## config.mk

```make
export PLATFORM = sky130hd
export DESIGN_NAME = grid_rect_first_fit_allocator_unit
export DESIGN_NICKNAME = d
export VERILOG_FILES = /design/src/sv/gfa_pkg.sv /design/src/sv/gfa_ram.sv /design/src/sv/gfa_fit.sv /design/src/sv/gfa_ctrl.sv /design/src/sv/grid_rect_first_fit_allocator_unit.sv
export SDC_FILE = /design/constraint.sdc
export NUM_CORES = 2
export LEC_CHECK = 0
export ABC_AREA = 1
export ABC_CLOCK_PERIOD_IN_PS = 13150
export BUFFER_PORTS_ARGS = -buffer_cell sky130_fd_sc_hd__buf_2
export CORE_MARGIN = 5
export CORE_UTILIZATION = 45
export DETAILED_ROUTE_END_ITERATION = 8
export HOLD_SLACK_MARGIN = 0.06
export PLACE_DENSITY = 0.63
export SYNTH_ARGS = -nofsm -noshare
export SYNTH_HDL_FRONTEND = slang
export SYNTH_HIERARCHICAL = 1
export SYNTH_SLANG_ARGS = --single-unit
```

## constraint.sdc

```tcl
create_clock -name clk -period 13.15 [get_ports clk]
set_clock_uncertainty 0.05 [all_clocks]
set_input_delay 0.6575 -clock clk [delete_from_list [all_inputs] [get_ports clk]]
set_output_delay 0.6575 -clock clk [all_outputs]
set_load 0.01 [all_outputs]
```

## src/sv/gfa_pkg.sv

```systemverilog
`timescale 1ns / 1ps
// shared types, constants and codes of the grid rectangle allocator
// no dependencies

package gfa_pkg;

    localparam int GRID_DIM_MAX   = 8;
    localparam int ENTRY_CAPACITY = 64;
    localparam int KEY_BITS       = 16;

    localparam int CELL_COUNT = GRID_DIM_MAX * GRID_DIM_MAX;
    localparam int CELL_W     = $clog2(CELL_COUNT);
    localparam int POS_W      = $clog2(GRID_DIM_MAX);
    localparam int DIM_W      = 4;
    localparam int IDX_W      = $clog2(ENTRY_CAPACITY);
    localparam int CNT_W      = $clog2(ENTRY_CAPACITY + 1);
    localparam int ENT_W      = KEY_BITS + 2 * POS_W + 2 * DIM_W;

    localparam logic CFG_GRID_WIDTH  = 1'b0;
    localparam logic CFG_GRID_HEIGHT = 1'b1;

    typedef enum logic [1:0] {
        OP_ADD_FIRST,
        OP_ADD_AT,
        OP_REMOVE,
        OP_QUERY
    } op_t;

    typedef enum logic [2:0] {
        STAT_OK,
        STAT_DUP,
        STAT_NO_SPACE,
        STAT_NOT_FOUND,
        STAT_FULL
    } status_t;

    typedef enum logic [3:0] {
        S_IDLE,
        S_FIND,
        S_FIT,
        S_MARK,
        S_SHIFT,
        S_RENUM,
        S_QRD,
        S_QOWN,
        S_QKEY,
        S_DONE
    } state_t;

    typedef struct packed {
        op_t        op;
        logic [15:0] item_key;
        logic [3:0] item_width;
        logic [3:0] item_height;
        logic [2:0] pos_x;
        logic [2:0] pos_y;
    } req_t;

    typedef struct packed {
        status_t    status;
        logic [2:0] place_x;
        logic [2:0] place_y;
        logic [6:0] occupant_index;
        logic [15:0] occupant_key;
        logic [6:0] entry_count;
    } rsp_t;

    typedef struct packed {
        logic [KEY_BITS-1:0] key;
        logic [POS_W-1:0]    x;
        logic [POS_W-1:0]    y;
        logic [DIM_W-1:0]    w;
        logic [DIM_W-1:0]    h;
    } entry_t;

    typedef struct packed {
        logic             we;
        logic [IDX_W-1:0] waddr;
        entry_t           wdata;
        logic [IDX_W-1:0] raddr;
    } ent_port_t;

    typedef struct packed {
        logic              we;
        logic [CELL_W-1:0] waddr;
        logic [IDX_W-1:0]  wdata;
        logic [CELL_W-1:0] raddr;
    } grid_port_t;

endpackage

```

## src/sv/gfa_ram.sv

```systemverilog
`timescale 1ns / 1ps
// generic single write, single read ram with registered read data
// no dependencies

module gfa_ram #(
    parameter int WIDTH = 8,
    parameter int DEPTH = 16
) (
    input  logic                     clk,
    input  logic                     we,
    input  logic [$clog2(DEPTH)-1:0] waddr,
    input  logic [WIDTH-1:0]         wdata,
    input  logic [$clog2(DEPTH)-1:0] raddr,
    output logic [WIDTH-1:0]         rdata
);

    logic [WIDTH-1:0] mem [DEPTH];

    always_ff @(posedge clk)
    begin
        if (we)
        begin
            mem[waddr] <= wdata;
        end
        rdata <= mem[raddr];
    end

endmodule

```

## src/sv/gfa_fit.sv

```systemverilog
`timescale 1ns / 1ps
// rectangle cover mask and fit test against the occupancy bitmap
// depends on gfa_pkg

module gfa_fit (
    input  logic [gfa_pkg::CELL_COUNT-1:0] occ,
    input  logic [gfa_pkg::DIM_W-1:0]      cols,
    input  logic [gfa_pkg::DIM_W-1:0]      rows,
    input  logic [gfa_pkg::POS_W-1:0]      cx,
    input  logic [gfa_pkg::POS_W-1:0]      cy,
    input  logic [gfa_pkg::DIM_W-1:0]      w,
    input  logic [gfa_pkg::DIM_W-1:0]      h,
    output logic [gfa_pkg::CELL_COUNT-1:0] mask,
    output logic                           fit
);
    import gfa_pkg::*;

    localparam int E = DIM_W + 1;

    logic [E-1:0] x_end;
    logic [E-1:0] y_end;
    logic         bounds_ok;

    assign x_end = E'(cx) + E'(w);
    assign y_end = E'(cy) + E'(h);
    assign bounds_ok = (w != '0) && (h != '0) && (x_end <= E'(cols)) && (y_end <= E'(rows));

    always_comb
    begin
        for (int y = 0; y < GRID_DIM_MAX; y++)
        begin
            for (int x = 0; x < GRID_DIM_MAX; x++)
            begin
                mask[y * GRID_DIM_MAX + x] = (E'(x) >= E'(cx)) && (E'(x) < x_end)
                    && (E'(y) >= E'(cy)) && (E'(y) < y_end);
            end
        end
    end

    assign fit = bounds_ok && ((occ & mask) == '0);

endmodule

```

## src/sv/gfa_ctrl.sv

```systemverilog
`timescale 1ns / 1ps
// sequencer: key scan, corner search, grid marking, entry shift, renumbering and cell query
// depends on gfa_pkg and gfa_fit

module gfa_ctrl (
    input  logic                    clk,
    input  logic                    rst_n,
    input  logic                    req_valid,
    output logic                    req_stall,
    input  gfa_pkg::req_t           req_data,
    output logic                    rsp_valid,
    input  logic                    rsp_stall,
    output gfa_pkg::rsp_t           rsp_data,
    input  logic                    cfg_we,
    input  logic                    cfg_index,
    input  logic [3:0]              cfg_wdata,
    output gfa_pkg::ent_port_t      ent_port,
    input  gfa_pkg::entry_t         ent_rdata,
    output gfa_pkg::grid_port_t     grid_port,
    input  logic [gfa_pkg::IDX_W-1:0] grid_rdata
);
    import gfa_pkg::*;

    state_t                state_reg, state_next;
    logic [DIM_W-1:0]      cols_reg, cols_next;
    logic [DIM_W-1:0]      rows_reg, rows_next;
    logic [CNT_W-1:0]      cnt_reg, cnt_next;
    logic [CELL_COUNT-1:0] occ_reg, occ_next;
    logic                  pend_reg, pend_next;
    logic                  rdone_reg, rdone_next;
    logic                  out_vld_reg, out_vld_next;
    req_t                  req_reg, req_next;
    logic [CNT_W-1:0]      idx_reg, idx_next;
    logic [IDX_W-1:0]      pidx_reg, pidx_next;
    logic [IDX_W-1:0]      pos_reg, pos_next;
    logic [POS_W-1:0]      cx_reg, cx_next;
    logic [POS_W-1:0]      cy_reg, cy_next;
    logic [CELL_W-1:0]     cell_reg, cell_next;
    logic [CELL_W-1:0]     pcell_reg, pcell_next;
    rsp_t                  res_reg, res_next;
    rsp_t                  out_reg, out_next;

    logic [DIM_W-1:0]      cols_u;
    logic [DIM_W-1:0]      rows_u;
    logic [CELL_COUNT-1:0] mask;
    logic                  fit_ok;
    logic                  key_hit;
    logic                  scan_more;
    logic                  last_corner;
    logic                  is_remove;
    logic                  q_inside;
    logic [CELL_W-1:0]     q_cell;
    logic                  in_acc;
    logic                  out_load;

    assign cols_u = (cols_reg > DIM_W'(GRID_DIM_MAX)) ? DIM_W'(GRID_DIM_MAX) : cols_reg;
    assign rows_u = (rows_reg > DIM_W'(GRID_DIM_MAX)) ? DIM_W'(GRID_DIM_MAX) : rows_reg;

    gfa_fit u_fit (
        .occ  (occ_reg),
        .cols (cols_u),
        .rows (rows_u),
        .cx   (cx_reg),
        .cy   (cy_reg),
        .w    (req_reg.item_width),
        .h    (req_reg.item_height),
        .mask (mask),
        .fit  (fit_ok)
    );

    assign key_hit   = pend_reg && (ent_rdata.key == req_reg.item_key[KEY_BITS-1:0]);
    assign scan_more = idx_reg < cnt_reg;
    assign last_corner = !((DIM_W'(cx_reg) + 1'b1) < cols_u) && !((DIM_W'(cy_reg) + 1'b1) < rows_u);
    assign is_remove = req_reg.op == OP_REMOVE;
    assign q_cell    = CELL_W'(int'(req_reg.pos_y) * GRID_DIM_MAX + int'(req_reg.pos_x));
    assign q_inside  = (DIM_W'(req_reg.pos_x) < cols_u) && (DIM_W'(req_reg.pos_y) < rows_u)
        && occ_reg[q_cell];
    assign in_acc    = req_valid && !req_stall;
    assign out_load  = (state_reg == S_DONE) && (!out_vld_reg || !rsp_stall);

    assign req_stall = state_reg != S_IDLE;
    assign rsp_valid = out_vld_reg;
    assign rsp_data  = out_reg;

    // next state
    always_comb
    begin
        state_next = state_reg;
        case (state_reg)
            S_IDLE:
            begin
                if (in_acc)
                begin
                    state_next = (req_data.op == OP_QUERY) ? S_QRD : S_FIND;
                end
            end
            S_FIND:
            begin
                if (key_hit)
                begin
                    state_next = is_remove ? S_SHIFT : S_DONE;
                end
                else if (!scan_more)
                begin
                    if (is_remove || cnt_reg >= CNT_W'(ENTRY_CAPACITY))
                    begin
                        state_next = S_DONE;
                    end
                    else
                    begin
                        state_next = S_FIT;
                    end
                end
            end
            S_FIT:
            begin
                if (fit_ok)
                begin
                    state_next = S_MARK;
                end
                else if (req_reg.op == OP_ADD_AT || last_corner)
                begin
                    state_next = S_DONE;
                end
            end
            S_MARK:
            begin
                if (cell_reg == CELL_W'(CELL_COUNT - 1))
                begin
                    state_next = S_DONE;
                end
            end
            S_SHIFT:
            begin
                if (!scan_more && !pend_reg)
                begin
                    state_next = S_RENUM;
                end
            end
            S_RENUM:
            begin
                if (rdone_reg && !pend_reg)
                begin
                    state_next = S_DONE;
                end
            end
            S_QRD:
            begin
                state_next = q_inside ? S_QOWN : S_DONE;
            end
            S_QOWN:
            begin
                state_next = S_QKEY;
            end
            S_QKEY:
            begin
                state_next = S_DONE;
            end
            S_DONE:
            begin
                if (out_load)
                begin
                    state_next = S_IDLE;
                end
            end
            default:
            begin
                state_next = S_IDLE;
            end
        endcase
    end

    // datapath and memory ports
    always_comb
    begin
        cols_next    = cols_reg;
        rows_next    = rows_reg;
        cnt_next     = cnt_reg;
        occ_next     = occ_reg;
        pend_next    = pend_reg;
        rdone_next   = rdone_reg;
        req_next     = req_reg;
        idx_next     = idx_reg;
        pidx_next    = pidx_reg;
        pos_next     = pos_reg;
        cx_next      = cx_reg;
        cy_next      = cy_reg;
        cell_next    = cell_reg;
        pcell_next   = pcell_reg;
        res_next     = res_reg;
        out_next     = out_reg;
        out_vld_next = out_vld_reg;

        ent_port.we     = 1'b0;
        ent_port.waddr  = pidx_reg - 1'b1;
        ent_port.wdata  = ent_rdata;
        ent_port.raddr  = idx_reg[IDX_W-1:0];
        grid_port.we    = 1'b0;
        grid_port.waddr = cell_reg;
        grid_port.wdata = cnt_reg[IDX_W-1:0];
        grid_port.raddr = cell_reg;

        if (rsp_valid && !rsp_stall)
        begin
            out_vld_next = 1'b0;
        end

        case (state_reg)
            S_IDLE:
            begin
                if (cfg_we)
                begin
                    if (cfg_index == CFG_GRID_WIDTH)
                    begin
                        cols_next = cfg_wdata;
                    end
                    else
                    begin
                        rows_next = cfg_wdata;
                    end
                    cnt_next = '0;
                    occ_next = '0;
                end
                if (in_acc)
                begin
                    req_next = req_data;
                    idx_next = '0;
                    pend_next = 1'b0;
                    res_next = '{status: STAT_OK, place_x: '0, place_y: '0,
                        occupant_index: 7'(ENTRY_CAPACITY), occupant_key: '0,
                        entry_count: '0};
                end
            end
            S_FIND:
            begin
                if (key_hit)
                begin
                    pos_next  = pidx_reg;
                    idx_next  = CNT_W'(pidx_reg) + 1'b1;
                    pend_next = 1'b0;
                    if (!is_remove)
                    begin
                        res_next.status = STAT_DUP;
                    end
                end
                else if (scan_more)
                begin
                    pend_next = 1'b1;
                    pidx_next = idx_reg[IDX_W-1:0];
                    idx_next  = idx_reg + 1'b1;
                end
                else
                begin
                    pend_next = 1'b0;
                    if (is_remove)
                    begin
                        res_next.status = STAT_NOT_FOUND;
                    end
                    else if (cnt_reg >= CNT_W'(ENTRY_CAPACITY))
                    begin
                        res_next.status = STAT_FULL;
                    end
                    else if (req_reg.op == OP_ADD_AT)
                    begin
                        cx_next = req_reg.pos_x;
                        cy_next = req_reg.pos_y;
                    end
                    else
                    begin
                        cx_next = '0;
                        cy_next = '0;
                    end
                end
            end
            S_FIT:
            begin
                if (fit_ok)
                begin
                    occ_next             = occ_reg | mask;
                    ent_port.we          = 1'b1;
                    ent_port.waddr       = cnt_reg[IDX_W-1:0];
                    ent_port.wdata.key   = req_reg.item_key[KEY_BITS-1:0];
                    ent_port.wdata.x     = cx_reg;
                    ent_port.wdata.y     = cy_reg;
                    ent_port.wdata.w     = req_reg.item_width;
                    ent_port.wdata.h     = req_reg.item_height;
                    cell_next            = '0;
                end
                else if (req_reg.op == OP_ADD_AT || last_corner)
                begin
                    res_next.status = STAT_NO_SPACE;
                end
                else if ((DIM_W'(cx_reg) + 1'b1) < cols_u)
                begin
                    cx_next = cx_reg + 1'b1;
                end
                else
                begin
                    cx_next = '0;
                    cy_next = cy_reg + 1'b1;
                end
            end
            S_MARK:
            begin
                grid_port.we    = mask[cell_reg];
                grid_port.waddr = cell_reg;
                grid_port.wdata = cnt_reg[IDX_W-1:0];
                if (cell_reg == CELL_W'(CELL_COUNT - 1))
                begin
                    cnt_next         = cnt_reg + 1'b1;
                    res_next.place_x = cx_reg;
                    res_next.place_y = cy_reg;
                end
                else
                begin
                    cell_next = cell_reg + 1'b1;
                end
            end
            S_SHIFT:
            begin
                ent_port.we    = pend_reg;
                ent_port.waddr = pidx_reg - 1'b1;
                ent_port.wdata = ent_rdata;
                ent_port.raddr = idx_reg[IDX_W-1:0];
                if (scan_more)
                begin
                    pend_next = 1'b1;
                    pidx_next = idx_reg[IDX_W-1:0];
                    idx_next  = idx_reg + 1'b1;
                end
                else
                begin
                    pend_next = 1'b0;
                    if (!pend_reg)
                    begin
                        cell_next  = '0;
                        rdone_next = 1'b0;
                    end
                end
            end
            S_RENUM:
            begin
                grid_port.raddr = cell_reg;
                grid_port.waddr = pcell_reg;
                grid_port.wdata = grid_rdata - 1'b1;
                if (pend_reg && occ_reg[pcell_reg])
                begin
                    if (grid_rdata == pos_reg)
                    begin
                        occ_next[pcell_reg] = 1'b0;
                    end
                    else if (grid_rdata > pos_reg)
                    begin
                        grid_port.we = 1'b1;
                    end
                end
                if (!rdone_reg)
                begin
                    pend_next  = 1'b1;
                    pcell_next = cell_reg;
                    if (cell_reg == CELL_W'(CELL_COUNT - 1))
                    begin
                        rdone_next = 1'b1;
                    end
                    else
                    begin
                        cell_next = cell_reg + 1'b1;
                    end
                end
                else
                begin
                    pend_next = 1'b0;
                    if (!pend_reg)
                    begin
                        cnt_next = cnt_reg - 1'b1;
                    end
                end
            end
            S_QRD:
            begin
                grid_port.raddr = q_cell;
                if (!q_inside)
                begin
                    res_next.status = STAT_NOT_FOUND;
                end
            end
            S_QOWN:
            begin
                ent_port.raddr = grid_rdata;
                pos_next       = grid_rdata;
            end
            S_QKEY:
            begin
                res_next.occupant_index = 7'(pos_reg);
                res_next.occupant_key   = 16'(ent_rdata.key);
            end
            S_DONE:
            begin
                if (out_load)
                begin
                    out_next             = res_reg;
                    out_next.entry_count = 7'(cnt_reg);
                    out_vld_next         = 1'b1;
                end
            end
            default:
            begin
            end
        endcase
    end

    always_ff @(posedge clk or negedge rst_n)
    begin
        if (!rst_n)
        begin
            state_reg   <= S_IDLE;
            cols_reg    <= DIM_W'(GRID_DIM_MAX);
            rows_reg    <= DIM_W'(GRID_DIM_MAX);
            cnt_reg     <= '0;
            occ_reg     <= '0;
            pend_reg    <= 1'b0;
            rdone_reg   <= 1'b0;
            out_vld_reg <= 1'b0;
        end
        else
        begin
            state_reg   <= state_next;
            cols_reg    <= cols_next;
            rows_reg    <= rows_next;
            cnt_reg     <= cnt_next;
            occ_reg     <= occ_next;
            pend_reg    <= pend_next;
            rdone_reg   <= rdone_next;
            out_vld_reg <= out_vld_next;
        end
    end

    always_ff @(posedge clk)
    begin
        req_reg   <= req_next;
        idx_reg   <= idx_next;
        pidx_reg  <= pidx_next;
        pos_reg   <= pos_next;
        cx_reg    <= cx_next;
        cy_reg    <= cy_next;
        cell_reg  <= cell_next;
        pcell_reg <= pcell_next;
        res_reg   <= res_next;
        out_reg   <= out_next;
    end

    a_cnt_bound: assert property (@(posedge clk) disable iff (!rst_n)
        cnt_reg <= CNT_W'(ENTRY_CAPACITY))
        else $error("entry count above capacity");

    a_cnt_step: assert property (@(posedge clk) disable iff (!rst_n)
        (cnt_reg != $past(cnt_reg)) |-> ((cnt_reg == $past(cnt_reg) + 1'b1)
            || (cnt_reg == $past(cnt_reg) - 1'b1) || (cnt_reg == '0)))
        else $error("entry count jumped");

    a_empty_grid: assert property (@(posedge clk) disable iff (!rst_n)
        ((state_reg == S_IDLE) && (cnt_reg == '0)) |-> (occ_reg == '0))
        else $error("occupied cells with no entries");

    a_owner_range: assert property (@(posedge clk) disable iff (!rst_n)
        (out_load && res_reg.occupant_index != 7'(ENTRY_CAPACITY))
            |-> (CNT_W'(res_reg.occupant_index) < cnt_reg))
        else $error("query owner beyond entry count");

endmodule

```

## src/sv/grid_rect_first_fit_allocator_unit.sv

```systemverilog
`timescale 1ns / 1ps
// one request at a time; a query reads the grid ram, then for an occupied cell the entry ram
// an add runs a key scan over the entry ram, a corner search at one corner per cycle and
// a grid marking sweep over all 64 cells; a remove runs a key scan, an entry shift and a
// 64 cell renumbering pass; a failed remove ends after the key scan
// a finished result waits in the output register while the next request is taken
// reset: 8 x 8 grid, no entries, occupancy bits cleared at once; ram contents left as is
// depends on gfa_pkg, gfa_ram, gfa_ctrl

module grid_rect_first_fit_allocator_unit (
    input  logic                 clk,
    input  logic                 rst_n,
    input  logic                 req_valid,
    output logic                 req_stall,
    input  gfa_pkg::req_t        req_data,
    output logic                 rsp_valid,
    input  logic                 rsp_stall,
    output gfa_pkg::rsp_t        rsp_data,
    input  logic                 cfg_we,
    input  logic                 cfg_index,
    input  logic [3:0]           cfg_wdata
);
    import gfa_pkg::*;

    ent_port_t           ent_port;
    grid_port_t          grid_port;
    logic [ENT_W-1:0]    ent_rd;
    logic [IDX_W-1:0]    grid_rd;

    gfa_ctrl u_ctrl (
        .clk        (clk),
        .rst_n      (rst_n),
        .req_valid  (req_valid),
        .req_stall  (req_stall),
        .req_data   (req_data),
        .rsp_valid  (rsp_valid),
        .rsp_stall  (rsp_stall),
        .rsp_data   (rsp_data),
        .cfg_we     (cfg_we),
        .cfg_index  (cfg_index),
        .cfg_wdata  (cfg_wdata),
        .ent_port   (ent_port),
        .ent_rdata  (entry_t'(ent_rd)),
        .grid_port  (grid_port),
        .grid_rdata (grid_rd)
    );

    gfa_ram #(
        .WIDTH (ENT_W),
        .DEPTH (ENTRY_CAPACITY)
    ) u_ent_ram (
        .clk   (clk),
        .we    (ent_port.we),
        .waddr (ent_port.waddr),
        .wdata (ent_port.wdata),
        .raddr (ent_port.raddr),
        .rdata (ent_rd)
    );

    gfa_ram #(
        .WIDTH (IDX_W),
        .DEPTH (CELL_COUNT)
    ) u_grid_ram (
        .clk   (clk),
        .we    (grid_port.we),
        .waddr (grid_port.waddr),
        .wdata (grid_port.wdata),
        .raddr (grid_port.raddr),
        .rdata (grid_rd)
    );

endmodule
```

# Word-level counts from Yosys, hierarchy flattened
# Memories as Yosys holds them, arrays and structs flattened. A register that Yosys moved wholly into a read port is not among the register bits.
# Index checks and enable logic that the tools add are counted.
[op_classes] addsub=14 n_lt_le_gt_ge=45 eq_ne=43 muxes=105 bitwise_logic=6 n_reduce_logical=188
[op_table] cell="$mux W64" n=4
[op_table] cell="$pmux W64 S3" n=1
[op_table] cell="$logic_and A1 B1 Y1" n=142
[op_table] cell="$and A64 B64 Y64" n=2
[op_table] cell="$mux W3" n=25
[op_table] cell="$pmux W37 S2" n=1
[op_table] cell="$mux W6" n=11
[op_table] cell="$logic_not A64 Y1" n=1
[op_table] cell="$not A64 Y64" n=1
[op_table] cell="$or A64 B64 Y64" n=1
[op_table] cell="$mux W4" n=14
[op_table] cell="$mux W7" n=7
[op_table] cell="$pmux W23 S2" n=1
[op_table] cell="$pmux W7 S3" n=2
[op_table] cell="$lt A3 B5 Y1 const A" n=8
[op_table] cell="$pmux W4 S10" n=1
[op_table] cell="$mux W39" n=1
[op_table] cell="$mux W37" n=1
[op_table] cell="$pmux W6 S2" n=3
[op_table] cell="$ne A2 B2 Y1 const B" n=13
[op_table] cell="$pmux W13 S2" n=1
[op_table] cell="$pmux W6 S4" n=1
[op_table] cell="$reduce_bool A4 Y1" n=6
[op_table] cell="$mux W1" n=22
[op_table] cell="other kinds (54)" n=131
[totals] ff_bits=226 ram_bits=2304 memories=2
[mem_list] name="u_ent_ram.mem" depth=64 width=30 read_ports=1 rd_clocked_by_memory_dff=1 wr=1 line="gfa_ram.sv:17" text="logic [WIDTH-1:0] mem [DEPTH];"
[mem_list] name="u_grid_ram.mem" depth=64 width=6 read_ports=1 rd_clocked_by_memory_dff=1 wr=1 line="gfa_ram.sv:17"

# Longest topological paths before layout
[logic_depth] ltp_word=12 mapped_depth=28 ltp_nobuf=28

# Modules after synthesis
# Netlist, hierarchy kept.
[by_module_without_submodules] module="gfa_ram at u_ent_ram" instances=1 cells_per_inst=6531 area_each_um2=78079.9 seq_area_each_um2=58255.9
[by_module_without_submodules] module="gfa_ram at u_grid_ram" instances=1 cells_per_inst=1377 area_each_um2=15924.0 seq_area_each_um2=11651.2
[by_module_without_submodules] module="gfa_ctrl" instances=1 cells_per_inst=1733 area_each_um2=14034.7 seq_area_each_um2=6358.6
[by_module_without_submodules] module="gfa_fit" instances=1 cells_per_inst=362 area_each_um2=1851.8 seq_area_each_um2=0.0

# Least setup slack after synthesis
# OpenSTA, ideal clock, no wires.
[synth_timing] kind="register to register" from="reg u_ctrl.cx_reg[2]" to="mem u_ent_ram/mem[61][0] (netlist bit), enable pin" arrival_ps=5990 path_slack_ps=6655 stages_incl_launch_ff=27 cell_sequence="edfxtp_1 > ha_1 > a21oi_2 > nand3_1 > nand2_4 > inv_1 > ha_1 > or2_2 > a21oi_1 > nand2_1 > nand2_1 > nand4_1 > nor2_1 > nand2_1 > nor2_1 > nand3_1 > nor2_1 > inv_1 > nor2_1 > clkbuf_1 > buf_1 > nand2_1 > o21ai_0 > inv_1 > nor3_1 > inv_1 > nor3_1"
[synth_lines] item="start, declared" line="gfa_ctrl.sv:36" text="logic [POS_W-1:0] cx_reg, cx_next;"
[synth_lines] item="start signal, assigned" line="gfa_ctrl.sv:444" text="cx_reg <= cx_next;"
[synth_lines] item="end, declared" line="gfa_ram.sv:17"

==> flow_summary.json <==
{
  "die_h_um": 416.9,
  "min_path_cells": 3,
  "fin_tns_setup_ns": 0,
  "reg2reg_from": "u_ctrl/cx_reg[0]",
  "overflow": 0,
  "largest_reg_flops": 1024,
  "drt-wirelength-per-cell_um": 22.35,
  "htree_num_levels": 4,
  "io_pins": 83,
  "mappedNetlistArea_um2": 74500,
  "die_width_um": 416.9,
  "cp_max_fo": 31,
  "dp_cells": 8986,
  "syn_inst": 7166,
  "drv_slew": 0,
  "cts_tree": "done",
  "cts_root_buf": "clkbuf_16",
  "cts_made_buffers": 168,
  "critPathCaptureType": "flop",
  "grt_pass1_wl_um": 312000,
  "period_minus_slack_ns": 7.233,
  "worstPathRequired_ns": 13.51,
  "viasPerCell": 5.592,
  "cts_buffer_depth": 3,
  "max-slew-margin-rel_pct": 8.949,
  "r2r_slack_ns": 5.92,
  "rsz0062_at_grt": "false",
  "avgSynthCellArea_um2": 10.40,
  "status": "complete, no violations",
  "maxCapViolations": 0,
  "fin_area_um2": 81750,
  "cts_sinks": 1656,
  "drt_iter0_markers": 6746,
  "clk_latency_ns": 0.81,
  "clock.fmax_mhz": 138.3,
  "yosys_warnings": 6,
  "routabilityCongestion": 0.9802,
  "min-delay-start": "cfg_wdata[3]",
  "leakagePower_nw": 30.33,
  "gr-usage-all-layers_pct": 23.38,
  "num_vias": 52149,
  "powerDensity_nw_per_um2": 231.2,
  "hpwl_um": 126500,
  "route.detailed.drc": 0,
  "start_util_pct": 45.21,
  "report.final.setup_viol": 0,
  "drt-total-wl_um": 208500,
  "first_global_vias": 49002,
  "antenna_cells": 0,
  "cts_resized": 0,
  "grt_max_degree": 224,
  "post_dp_cell_area_um2": 76100,
  "period_share_pct": 55.01,
  "drtAntennaViolNets": 0,
  "cp-start-kind": "flop",
  "startpoint": "u_ctrl/cx_reg[0]",
  "finalHoldViolCount": 0,
  "dieArea_um2": 173800,
  "finalNonFillerCells": 9326,
  "core-area_um2": 164800,
  "drive_above_1_share_pct": 8.771,
  "worst_pin_slew_ns": 1.358,
  "clk_pin_slew_ns": 0.06,
  "rows": 149,
  "final_nets": 7093,
  "syn-num-nets": 7258,
  "hold_class": "input port to flop",
  "fin_hold_ws_ns": 0.1103,
  "cp.arrival_ns": 7.59,
  "dr.pass1.iters": 8,
  "area_growth_pct": 9.732,
  "r2r_cells": 22,
  "crit_type": "flop to flop",
  "vdd_drop_max_mv": 0.2987,
  "io_buffers": 82,
  "antenna_found_initial": 1,
  "utilization_pct": 49.61
}
==> routing by layer <==
metal  track usage (%)  routed length [µm]  share of wire (%)
met5            0.2779                  62              0.030
met4             8.377                8121                3.9
met3             4.262               16970                8.1
met2             37.36               97860                 47
met1             32.21               85450                 41
==> cell type report <==
class / count / area [µm²]
fillers: 14750 / 83050
flip-flops and latches: 1656 / 49080
multi-input cells: 4641 / 21730
clock buffers: 223 / 4481
well taps: 2189 / 2739
repair buffers: 248 / 1783
inverters: 286 / 1110
clock inverters: 83 / 828.3
==> per-stage QoR <==
step                      setup slack (ns)  power [mW]
after global routing                 5.457       19.88
after global placement               6.233       14.21
after CTS                            6.051       18.90
after detailed placement             6.095       14.27
after floorplan                      7.202       12.01
final                                5.917       18.90
==> power breakdown <==
part | switching, mW | total [mW] | internal [mW]
Clock | 2.03 | 4.62 | 2.59
Sequential | 0.202 | 6.87 | 6.67
Combinational | 5.69 | 7.40 | 1.72
==> layout by cell type, fill, tap and decap left out, types with 9 or more instances in the layout <==
cell type,count
clkbuf_1,48
o22ai_1,18
clkinv_2,26
xor2_1,12
ha_1,47
o211ai_1,12
nand2_4,9
dlygate4sd3_1,33
bufinv_16,9
edfxtp_1,1548
dfxtp_1,22
xnor2_1,12
clkbuf_16,168
o21ai_2,65
nand3_1,1312
nand4_1,39
nor3_1,24
o21ai_0,111
nor4_1,12
a221o_1,63
nor2_1,338
nor3_2,12
buf_2,81
o21ai_4,21
inv_1,268
nand2_1,2401
dfrtp_1,84
clkinv_1,34
nand2_2,14
a21oi_1,40
buf_4,130
==> worst max-delay path: stages (launching register included) <==
cell	delay, ns
edfxtp_1	0.51
ha_1	0.29
fa_1	0.42
nand2_2	0.13
a21oi_2	0.09
inv_2	0.18
nand4_1	0.20
nand2_2	0.29
nor2_1	0.12
nand2_1	0.07
nand2_1	0.05
nor2_1	0.19
nand2_1	0.09
nor2_2	0.10
nand3_1	0.08
nor2_1	0.40
inv_1	0.15
nor2_4	0.12
buf_4	0.48
inv_1	0.59
nand2_1	0.47
nand2_1	0.60
nor2_1	1.15
==> path summary, 6_finish.rpt <==
path	end
worst min-delay path	u_ctrl/cols_reg[3]
worst max-delay path	u_ent_ram/mem[49][28]
min in group asynchronous	u_ctrl/occ_reg[4]
worst min register to register	u_ctrl/rsp_data[14]
max in group asynchronous	u_ctrl/occ_reg[13]
worst max register to register	u_ent_ram/mem[49][28]
==> timing repair <==
action	CTS	global route
hold endpoints to repair	68	0
setup buffers	0	0
hold buffers	33	0
Note: power is estimated with default switching activity, not from simulation.
